===== config.mk =====
export PLATFORM = sky130hd
export DESIGN_NAME = round_robin_run_queue
export DESIGN_NICKNAME = d
export VERILOG_FILES = /design/src/hw/rtl/rrq_pkg.sv /design/src/hw/rtl/rrq_flags.sv /design/src/hw/rtl/round_robin_run_queue.sv
export VERILOG_INCLUDE_DIRS = /design/src /design/src/hw/rtl
export SDC_FILE = /design/constraint.sdc
export NUM_CORES = 1
export LEC_CHECK = 0
export ABC_AREA = 1
export BUFFER_PORTS_ARGS = -buffer_cell sky130_fd_sc_hd__buf_4
export CORE_MARGIN = 10
export CORE_UTILIZATION = 49
export CTS_BUF_LIST = sky130_fd_sc_hd__clkbuf_2
export DETAILED_ROUTE_END_ITERATION = 6
export GPL_TIMING_DRIVEN = 0
export RECOVER_POWER = 100
export SLEW_MARGIN = 20
export SYNTH_ARGS = -nofsm -noshare
export SYNTH_HDL_FRONTEND = slang
export SYNTH_HIERARCHICAL = 1
export SYNTH_SLANG_ARGS = --single-unit

===== constraint.sdc =====
create_clock -name clk -period 9.8 [get_ports clk]
set_clock_uncertainty 0.15 [all_clocks]
set_input_delay 0.49 -clock clk [delete_from_list [all_inputs] [get_ports clk]]
set_output_delay 0.49 -clock clk [all_outputs]
set_load 0.02 [all_outputs]

===== src/hw/rtl/round_robin_run_queue_macros.svh =====
// Assertion macros for the round-robin run queue.
// Included by the RTL files that carry concurrent assertions; no other dependencies.
`ifndef ROUND_ROBIN_RUN_QUEUE_MACROS_SVH
`define ROUND_ROBIN_RUN_QUEUE_MACROS_SVH
`ifndef ASSERT_OFF
// Plain invariant, checked at every clock edge outside reset.
`define RRQ_ASSERT(lbl, clk, rst_n, expr) \
	lbl: assert property (@(posedge clk) disable iff (!rst_n) (expr)) \
		else $error("run queue invariant violated");
// Same-cycle implication.
`define RRQ_ASSERT_IMPL(lbl, clk, rst_n, pre, post) \
	lbl: assert property (@(posedge clk) disable iff (!rst_n) (pre) |-> (post)) \
		else $error("run queue implication violated");
// Next-cycle implication.
`define RRQ_ASSERT_NEXT(lbl, clk, rst_n, pre, post) \
	lbl: assert property (@(posedge clk) disable iff (!rst_n) (pre) |=> (post)) \
		else $error("run queue sequence violated");
`else
`define RRQ_ASSERT(lbl, clk, rst_n, expr)
`define RRQ_ASSERT_IMPL(lbl, clk, rst_n, pre, post)
`define RRQ_ASSERT_NEXT(lbl, clk, rst_n, pre, post)
`endif
`endif


===== src/hw/rtl/rrq_pkg.sv =====
// Shared types and constants of the round-robin run queue.
// No dependencies; imported by rrq_flags and round_robin_run_queue.
`default_nettype none

package rrq_pkg;

	localparam int unsigned TID_W = 6;
	localparam int unsigned CMD_W = 2;
	localparam int unsigned ST_W = 2;
	localparam int unsigned MAX_THREADS_DEF = 64;

	// Command codes.
	localparam logic [CMD_W-1:0] CMD_ADD = 2'd0;
	localparam logic [CMD_W-1:0] CMD_REMOVE = 2'd1;
	localparam logic [CMD_W-1:0] CMD_SCHEDULE = 2'd2;

	// Status codes.
	localparam logic [ST_W-1:0] ST_OK = 2'd0;
	localparam logic [ST_W-1:0] ST_NOT_QUEUED = 2'd1;
	localparam logic [ST_W-1:0] ST_ALREADY_QUEUED = 2'd2;

	typedef struct packed {
		logic [CMD_W-1:0] command;
		logic [TID_W-1:0] thread_id;
	} rrq_req_t;

	typedef struct packed {
		logic [ST_W-1:0] status;
		logic running_valid;
		logic [TID_W-1:0] running_id;
	} rrq_rsp_t;

	// Set and clear of queued flags in one cycle (ids always differ).
	typedef struct packed {
		logic set_en;
		logic [TID_W-1:0] set_id;
		logic clr_en;
		logic [TID_W-1:0] clr_id;
	} rrq_flag_upd_t;

endpackage

`default_nettype wire


===== src/hw/rtl/rrq_flags.sv =====
// Queued-flag bit vector of the run queue: one flip-flop per thread, cleared by reset.
// Depends on rrq_pkg for the update struct and the thread id width.
`default_nettype none

module rrq_flags #(
	parameter int unsigned DEPTH = rrq_pkg::MAX_THREADS_DEF
) (
	input wire logic clk,
	input wire logic arst_n,
	input wire rrq_pkg::rrq_flag_upd_t upd,
	input wire logic [rrq_pkg::TID_W-1:0] look_id,
	output logic hit
);
	import rrq_pkg::*;

	localparam int unsigned FlagW = $clog2(DEPTH);

	logic [DEPTH-1:0] flags_q;
	logic look_in_range;

	// Flag updates: clear the thread leaving, set the thread entering.
	always_ff @(posedge clk or negedge arst_n) begin
		if (!arst_n) begin
			flags_q <= '0;
		end else begin
			if (upd.clr_en) begin
				flags_q[FlagW'(upd.clr_id)] <= 1'b0;
			end
			if (upd.set_en) begin
				flags_q[FlagW'(upd.set_id)] <= 1'b1;
			end
		end
	end

	// Lookup; identities beyond the table are never queued.
	assign look_in_range = (32'(look_id) < DEPTH);
	assign hit = look_in_range && flags_q[FlagW'(look_id)];

endmodule

`default_nettype wire


===== src/hw/rtl/round_robin_run_queue.sv =====
// Round-robin run queue: a FIFO of thread ids kept as a next-link table plus one running thread.
// Depends on rrq_pkg, rrq_flags and round_robin_run_queue_macros.svh.
//
// Requests enter on req (command, thread_id) with req_valid/req_stall; each request gives
// exactly one response on rsp (status, running_valid, running_id) with rsp_valid/rsp_stall.
// A request is taken only while no earlier request is being worked on; req_stall is high
// from acceptance until the response has been loaded into the output register.
// Add, a rejected request and an unused command go from S_EXEC straight to S_RESP.
// Schedule and remove of the head pass through S_POP when the head has a successor, to
// read that successor from the link memory. Remove of any other thread walks the links,
// one link memory read per cycle in S_WALK, and unlinks the thread in S_SPLICE once it is
// found; the link memory has a single read port.
// The output register holds a response while rsp_stall is high; a new request is still taken
// meanwhile, and its response waits in the final state until the register is free.
// Reset empties the queue, clears every queued flag and the running thread at once; the link
// memory needs no clearing, as only links that were written are ever followed.
`default_nettype none
`include "round_robin_run_queue_macros.svh"

module round_robin_run_queue #(
	parameter int unsigned MAX_THREADS = rrq_pkg::MAX_THREADS_DEF
) (
	input wire logic clk,
	input wire logic arst_n,
	input wire logic req_valid,
	output logic req_stall,
	input wire rrq_pkg::rrq_req_t req,
	output logic rsp_valid,
	input wire logic rsp_stall,
	output rrq_pkg::rrq_rsp_t rsp
);
	import rrq_pkg::*;

	// Only ids that fit the id field can ever be queued.
	localparam int unsigned N = (MAX_THREADS < (2 ** TID_W)) ? MAX_THREADS : (2 ** TID_W);
	localparam int unsigned IdW = $clog2(N);
	localparam int unsigned CntW = $clog2(N + 1);

	typedef enum logic [2:0] {
		S_IDLE,
		S_EXEC,
		S_POP,
		S_WALK,
		S_SPLICE,
		S_RESP
	} state_t;

	state_t state_q;
	logic [CMD_W-1:0] cmd_q;
	logic [TID_W-1:0] tid_q;
	logic [ST_W-1:0] status_q;
	logic [IdW-1:0] head_q;
	logic [IdW-1:0] tail_q;
	logic [CntW-1:0] cnt_q;
	logic [IdW-1:0] cur_q;
	logic cur_valid_q;
	logic [IdW-1:0] walk_q;
	logic [CntW-1:0] steps_q;
	logic rsp_valid_q;
	rrq_rsp_t rsp_q;

	// Link memory and its registered read data.
	logic [IdW-1:0] link_mem [N];
	logic [IdW-1:0] rd_data_q;
	logic mem_we;
	logic [IdW-1:0] mem_waddr;
	logic [IdW-1:0] mem_wdata;
	logic mem_re;
	logic [IdW-1:0] mem_raddr;

	rrq_flag_upd_t flag_upd;
	logic flag_hit;

	logic [IdW-1:0] tid_ix;
	logic tid_in_range;
	logic tid_running;
	logic cnt_zero;
	logic cnt_gt1;
	logic rsp_free;

	assign tid_ix = IdW'(tid_q);
	assign tid_in_range = (32'(tid_q) < MAX_THREADS);
	assign tid_running = cur_valid_q && (TID_W'(cur_q) == tid_q);
	assign cnt_zero = (cnt_q == '0);
	assign cnt_gt1 = (cnt_q > CntW'(1));
	assign rsp_free = !rsp_valid_q || !rsp_stall;

	assign req_stall = (state_q != S_IDLE);
	assign rsp_valid = rsp_valid_q;
	assign rsp = rsp_q;

	rrq_flags #(
		.DEPTH(N)
	) u_flags (
		.clk(clk),
		.arst_n(arst_n),
		.upd(flag_upd),
		.look_id(tid_q),
		.hit(flag_hit)
	);

	// Memory accesses and flag updates for the current state.
	always_comb begin
		mem_we = 1'b0;
		mem_waddr = tail_q;
		mem_wdata = tid_ix;
		mem_re = 1'b0;
		mem_raddr = head_q;
		flag_upd = '0;
		unique case (state_q)
			S_EXEC: begin
				unique case (cmd_q)
					CMD_ADD: begin
						if (tid_in_range && !flag_hit && !tid_running) begin
							mem_we = !cnt_zero;
							flag_upd.set_en = 1'b1;
							flag_upd.set_id = tid_q;
						end
					end
					CMD_REMOVE: begin
						if (tid_in_range && flag_hit) begin
							// Head removal pops; otherwise the walk starts at the head.
							mem_re = cnt_gt1;
							if (head_q == tid_ix || !cnt_gt1) begin
								flag_upd.clr_en = 1'b1;
								flag_upd.clr_id = tid_q;
							end
						end
					end
					CMD_SCHEDULE: begin
						if (!cnt_zero) begin
							flag_upd.clr_en = 1'b1;
							flag_upd.clr_id = TID_W'(head_q);
							mem_re = cnt_gt1;
							if (cur_valid_q) begin
								// Running thread goes behind the tail.
								mem_we = 1'b1;
								mem_wdata = cur_q;
								flag_upd.set_en = 1'b1;
								flag_upd.set_id = TID_W'(cur_q);
							end
						end
					end
					default: begin
					end
				endcase
			end
			S_WALK: begin
				if (rd_data_q == tid_ix) begin
					mem_re = 1'b1;
					mem_raddr = tid_ix;
				end else if ((steps_q + CntW'(1)) < cnt_q) begin
					mem_re = 1'b1;
					mem_raddr = rd_data_q;
				end else begin
					// Flag set but thread not on the chain: drop the stale flag.
					flag_upd.clr_en = 1'b1;
					flag_upd.clr_id = tid_q;
				end
			end
			S_SPLICE: begin
				mem_we = 1'b1;
				mem_waddr = walk_q;
				mem_wdata = rd_data_q;
				flag_upd.clr_en = 1'b1;
				flag_upd.clr_id = tid_q;
			end
			S_IDLE, S_POP, S_RESP: begin
			end
			default: begin
			end
		endcase
	end

	// Link memory: one write and one read per cycle, read data registered.
	always_ff @(posedge clk) begin
		if (mem_we) begin
			link_mem[mem_waddr] <= mem_wdata;
		end
		if (mem_re) begin
			rd_data_q <= link_mem[mem_raddr];
		end
	end

	// Sequencer, queue pointers, running thread and output register.
	always_ff @(posedge clk or negedge arst_n) begin
		if (!arst_n) begin
			state_q <= S_IDLE;
			cmd_q <= CMD_ADD;
			tid_q <= '0;
			status_q <= ST_OK;
			head_q <= '0;
			tail_q <= '0;
			cnt_q <= '0;
			cur_q <= '0;
			cur_valid_q <= 1'b0;
			walk_q <= '0;
			steps_q <= '0;
			rsp_valid_q <= 1'b0;
			rsp_q <= '0;
		end else begin
			// A response leaving the register is replaced directly when S_RESP loads the next.
			if (rsp_valid_q && !rsp_stall && state_q != S_RESP) begin
				rsp_valid_q <= 1'b0;
			end
			unique case (state_q)
				S_IDLE: begin
					if (req_valid) begin
						cmd_q <= req.command;
						tid_q <= req.thread_id;
						state_q <= S_EXEC;
					end
				end
				S_EXEC: begin
					status_q <= ST_OK;
					state_q <= S_RESP;
					unique case (cmd_q)
						CMD_ADD: begin
							if (!tid_in_range || flag_hit || tid_running) begin
								status_q <= ST_ALREADY_QUEUED;
							end else begin
								if (cnt_zero) begin
									head_q <= tid_ix;
								end
								tail_q <= tid_ix;
								cnt_q <= cnt_q + CntW'(1);
							end
						end
						CMD_REMOVE: begin
							if (!tid_in_range || !flag_hit) begin
								status_q <= ST_NOT_QUEUED;
							end else if (head_q == tid_ix) begin
								cnt_q <= cnt_q - CntW'(1);
								if (cnt_gt1) begin
									state_q <= S_POP;
								end
							end else if (cnt_gt1) begin
								walk_q <= head_q;
								steps_q <= CntW'(1);
								state_q <= S_WALK;
							end else begin
								status_q <= ST_NOT_QUEUED;
							end
						end
						CMD_SCHEDULE: begin
							if (cur_valid_q && cnt_zero) begin
								// Alone: the running thread is pushed and popped again.
								head_q <= cur_q;
								tail_q <= cur_q;
							end else if (!cnt_zero) begin
								cur_q <= head_q;
								cur_valid_q <= 1'b1;
								if (cur_valid_q) begin
									tail_q <= cur_q;
									if (!cnt_gt1) begin
										head_q <= cur_q;
									end
								end else begin
									cnt_q <= cnt_q - CntW'(1);
								end
								if (cnt_gt1) begin
									state_q <= S_POP;
								end
							end
						end
						default: begin
						end
					endcase
				end
				S_POP: begin
					head_q <= rd_data_q;
					state_q <= S_RESP;
				end
				S_WALK: begin
					if (rd_data_q == tid_ix) begin
						state_q <= S_SPLICE;
					end else if ((steps_q + CntW'(1)) < cnt_q) begin
						walk_q <= rd_data_q;
						steps_q <= steps_q + CntW'(1);
					end else begin
						status_q <= ST_NOT_QUEUED;
						state_q <= S_RESP;
					end
				end
				S_SPLICE: begin
					if (tail_q == tid_ix) begin
						tail_q <= walk_q;
					end
					cnt_q <= cnt_q - CntW'(1);
					state_q <= S_RESP;
				end
				S_RESP: begin
					if (rsp_free) begin
						rsp_q.status <= status_q;
						rsp_q.running_valid <= cur_valid_q;
						rsp_q.running_id <= cur_valid_q ? TID_W'(cur_q) : '0;
						rsp_valid_q <= 1'b1;
						state_q <= S_IDLE;
					end
				end
				default: begin
					state_q <= S_IDLE;
				end
			endcase
		end
	end

	`RRQ_ASSERT(a_count_bound, clk, arst_n, cnt_q <= CntW'(N))
	`RRQ_ASSERT_NEXT(a_accept_exec, clk, arst_n, req_valid && !req_stall, state_q == S_EXEC)
	`RRQ_ASSERT_IMPL(a_walk_bound, clk, arst_n, state_q == S_WALK, steps_q < cnt_q)
	`RRQ_ASSERT_IMPL(a_walk_not_head, clk, arst_n, state_q == S_WALK, head_q != tid_ix)

endmodule

`default_nettype wire


==> flow_summary.yaml <==
critical_path:
  r2r_end: "link_mem[29][3]$_DFFE_PP_"
  worstPathArrival_ps: 7170
  crit_required_ps: 10610
  r2r_cells: 13
  path_max_fanout: 17
  startpoint: "cnt_q[1]$_DFFE_PN0P_"
  worstSetupPathType: "reg2reg"
  endpoint: "link_mem[29][3]$_DFFE_PP_"
  r2r_start: "cnt_q[1]$_DFFE_PN0P_"
  cp-start-kind: "register"
  ff2ff_setup_slack_ps: 3450
  end_kind: "register"
pwr:
  p_leak_nw: 11.6
  vdd_drop_max_uv: 180
  p_per_area_mw_per_mm2: 356
synth:
  synth_enable_flop_cells: 390
  async_reset_ff_frac: 0.244
  ys_types: 47
  syn-num-nets: 2635
  seq_area_frac_synth: 0.597
  yosys.area.top_type: "edfxtp_1"
  synth_warnings: 6
  syn_avg_cell_area_um2: 9.54
  synth_ff_type: "edfxtp_1"
  netlist_area_mm2: 0.0249
  synth_area_leaders: "edfxtp_1, dfrtp_1, nand3_1"
  yosys_register_bits: 516
  syn-instance-count: 2610
  synth_top_cell_area_share: 0.470
die:
  dieArea_mm2: 0.0602
  initial_core_util: 0.496
  core-area_mm2: 0.0502
  boundaryPins: 23
  die_width_um: 245
  core.rowCount: 82
  die_y_um: 245
outcome:
  outcome: "finished, violations left"
  violations: "max-capacitance violations, max-slew violations"
placed_design:
  io_buffers: 22
  dp_hpwl_um: 57700
  place_inst: 3322
  place.gp.congestion: 0.943
global_routing:
  grt_usage: 0.272
  grt_pass1_vias: 20200
  antenna_found_initial: 3
  grt_max_degree: 90
  grt-ovfl-total: 0
  grt_pass1_wl_um: 123000
finish:
  drive_gt1_frac: 0.114
  layout_common_cells: "nand2_1, nand3_1, edfxtp_1"
  fin_cells: 3610
  synthToLayoutAreaGrowth_pct: 10.7
  post-route-util: 0.550
  final_common_cell: "nand2_1"
  finalNetCount: 2856
drt:
  wirelength_um: 81900
  dr.first_iter.drc_count: 2149
  wl_per_cell_um: 22.7
  vias: 20500
  via_per_inst: 5.69
  first_pass_iters: 6
  drcViolationCount: 0
  detail-route-antenna-nets: 0
clocking:
  clk_pin_slew_worst_paths_ps: 100
  cts_root_buffer: "clkbuf_2"
  clockBufferDepth: 3
  cts.sinks: 516
  cts_made_buffers: 139
  cts_tree: "built"
  cts_resized: 0
  htreeDepth: 4
  worstSkewPairLatency_ps: 1380
sta:
  setup_tns_ps: 0
  period_share: 0.648
  final-max-slew-violation-count: 93
  hold_violations: 0
  whs_ps: 339
  period_needed_ps: 6350
  max_freq_mhz: 157
  worstMarginPinSlew_ps: 2200
  relSlewSlack: -0.464
  setup_viol: 0
  rsz0062_at_grt: "no"
min_path:
  hold_path.class: "reg2reg"
job:
  drv_cap: 4
[cell families after synthesis]
| family | after synthesis | synth area share |
|---|---|---|
| AND/OR/NAND/NOR | 1329 | 0.252 |
| flip-flops | 516 | 0.597 |
| buffers and inverters | 469 | 0.0800 |
| AO/OA/AOI/OAI | 264 | 0.0579 |
| XOR/XNOR | 15 | 0.00528 |
| adder cells (fa/ha/maj) | 13 | 0.00653 |
| multiplexers | 4 | 0.00161 |
[area by class of cell]
class                           instances  area, um2
Fill cell                            4590      22600
Sequential cell                       516      14900
Multi-Input combinational cell       1625       7970
Inverter                              341       1280
Clock buffer                          193        966
Tap cell                              672        841
Buffer                                128        692
Timing Repair Buffer                   80        612
Clock inverter                         52        335
Antenna cell                            3       7.51
[registers in the layout, indices dropped and copies added, names as in the netlist]
name / cells
tail_q: 6
steps_q: 7
u_flags/flags_q: 64
cur_q: 6
tid_ix: 6
rsp: 9
cmd_q: 2
link_mem: 384
head_q: 6
state_q: 3
walk_q: 6
status_q: 2
rsp_valid: 1
cur_valid_q: 1
cnt_q: 7
rd_data_q: 6
[worst min-delay path by stage]
| stage | from | to | slack [ps] | cells past startpoint |
|---|---|---|---|---|
| final | rsp[1]$_DFFE_PN0P_ | rsp[1]$_DFFE_PN0P_ | 340 | 2 |
| after global routing | rsp[5]$_DFFE_PN0P_ | rsp[5]$_DFFE_PN0P_ | 370 | 2 |
| after CTS | rsp_stall | rsp_valid$_DFF_PN0_ | 300 | 5 |
| after detailed placement | arst_n | u_flags/flags_q[29]$_DFF_PN0_ | 240 | 1 |
| after global placement | rsp[6]$_DFFE_PN0P_ | rsp[6]$_DFFE_PN0P_ | 310 | 2 |
| after floorplan | arst_n | cmd_q[0]$_DFFE_PN0P_ | 40 | 0 |
[through the flow]
step           instance area, um2  worst slack (ps)  power, mW
3_3_place_gp                25900              1500       8.28
5_1_grt                     27600              3050       10.3
3_5_place_dp                26500              4950       8.63
2_1_floorplan               24900              5720       6.22
6_report                    27600              3450       9.83
4_1_cts                     28200              4920       10.3
[power by group]
group	switching [mW]	total (mW)	internal [mW]
Combinational	3.73	4.91	1.18
Sequential	0.164	3.33	3.16
Clock	0.945	1.59	0.645
[Yosys cell counts, types with 6 or more instances]
master    instances
o21ai_0         112
nor2_2            6
o221ai_1          6
edfxtp_1        390
xor2_1           12
nand3_1         500
buf_6            13
nand2_1         502
inv_1           325
buf_2            70
nor3_2            6
o22ai_1          20
nor2_1          146
o21ai_1          63
inv_2            14
ha_1             13
nand3b_1        125
nand2_2           8
buf_4            11
clkbuf_1         34
nand4_1           9
dfrtp_1         126
a21oi_1          44
nor3_1           17
[layer usage]
metal	track usage	up-vias	share of wire
met5	0	-	0.00016
met4	0.153	2	0.050
met3	0.0582	248	0.086
met2	0.442	1063	0.47
met1	0.333	9806	0.39
li1	-	9409	-
[timing repair]
item / in CTS / in global routing
setup buffers: 0 / 0
hold buffers: 40 / 0
endpoints found under the hold margin: 146 / 0
[critical path, cell delays in order, from the launching register on]
cell and delay (ps):
dfrtp_1 400, inv_1 160, ha_1 220, nand2_1 70
nor2_1 460, nor2_1 250, inv_1 230, nor2_1 80
inv_1 120, a21oi_1 150, o221ai_1 1360, clkbuf_1 810
clkbuf_1 780, clkbuf_1 740
No activity file was read; power rests on OpenSTA's default activity.
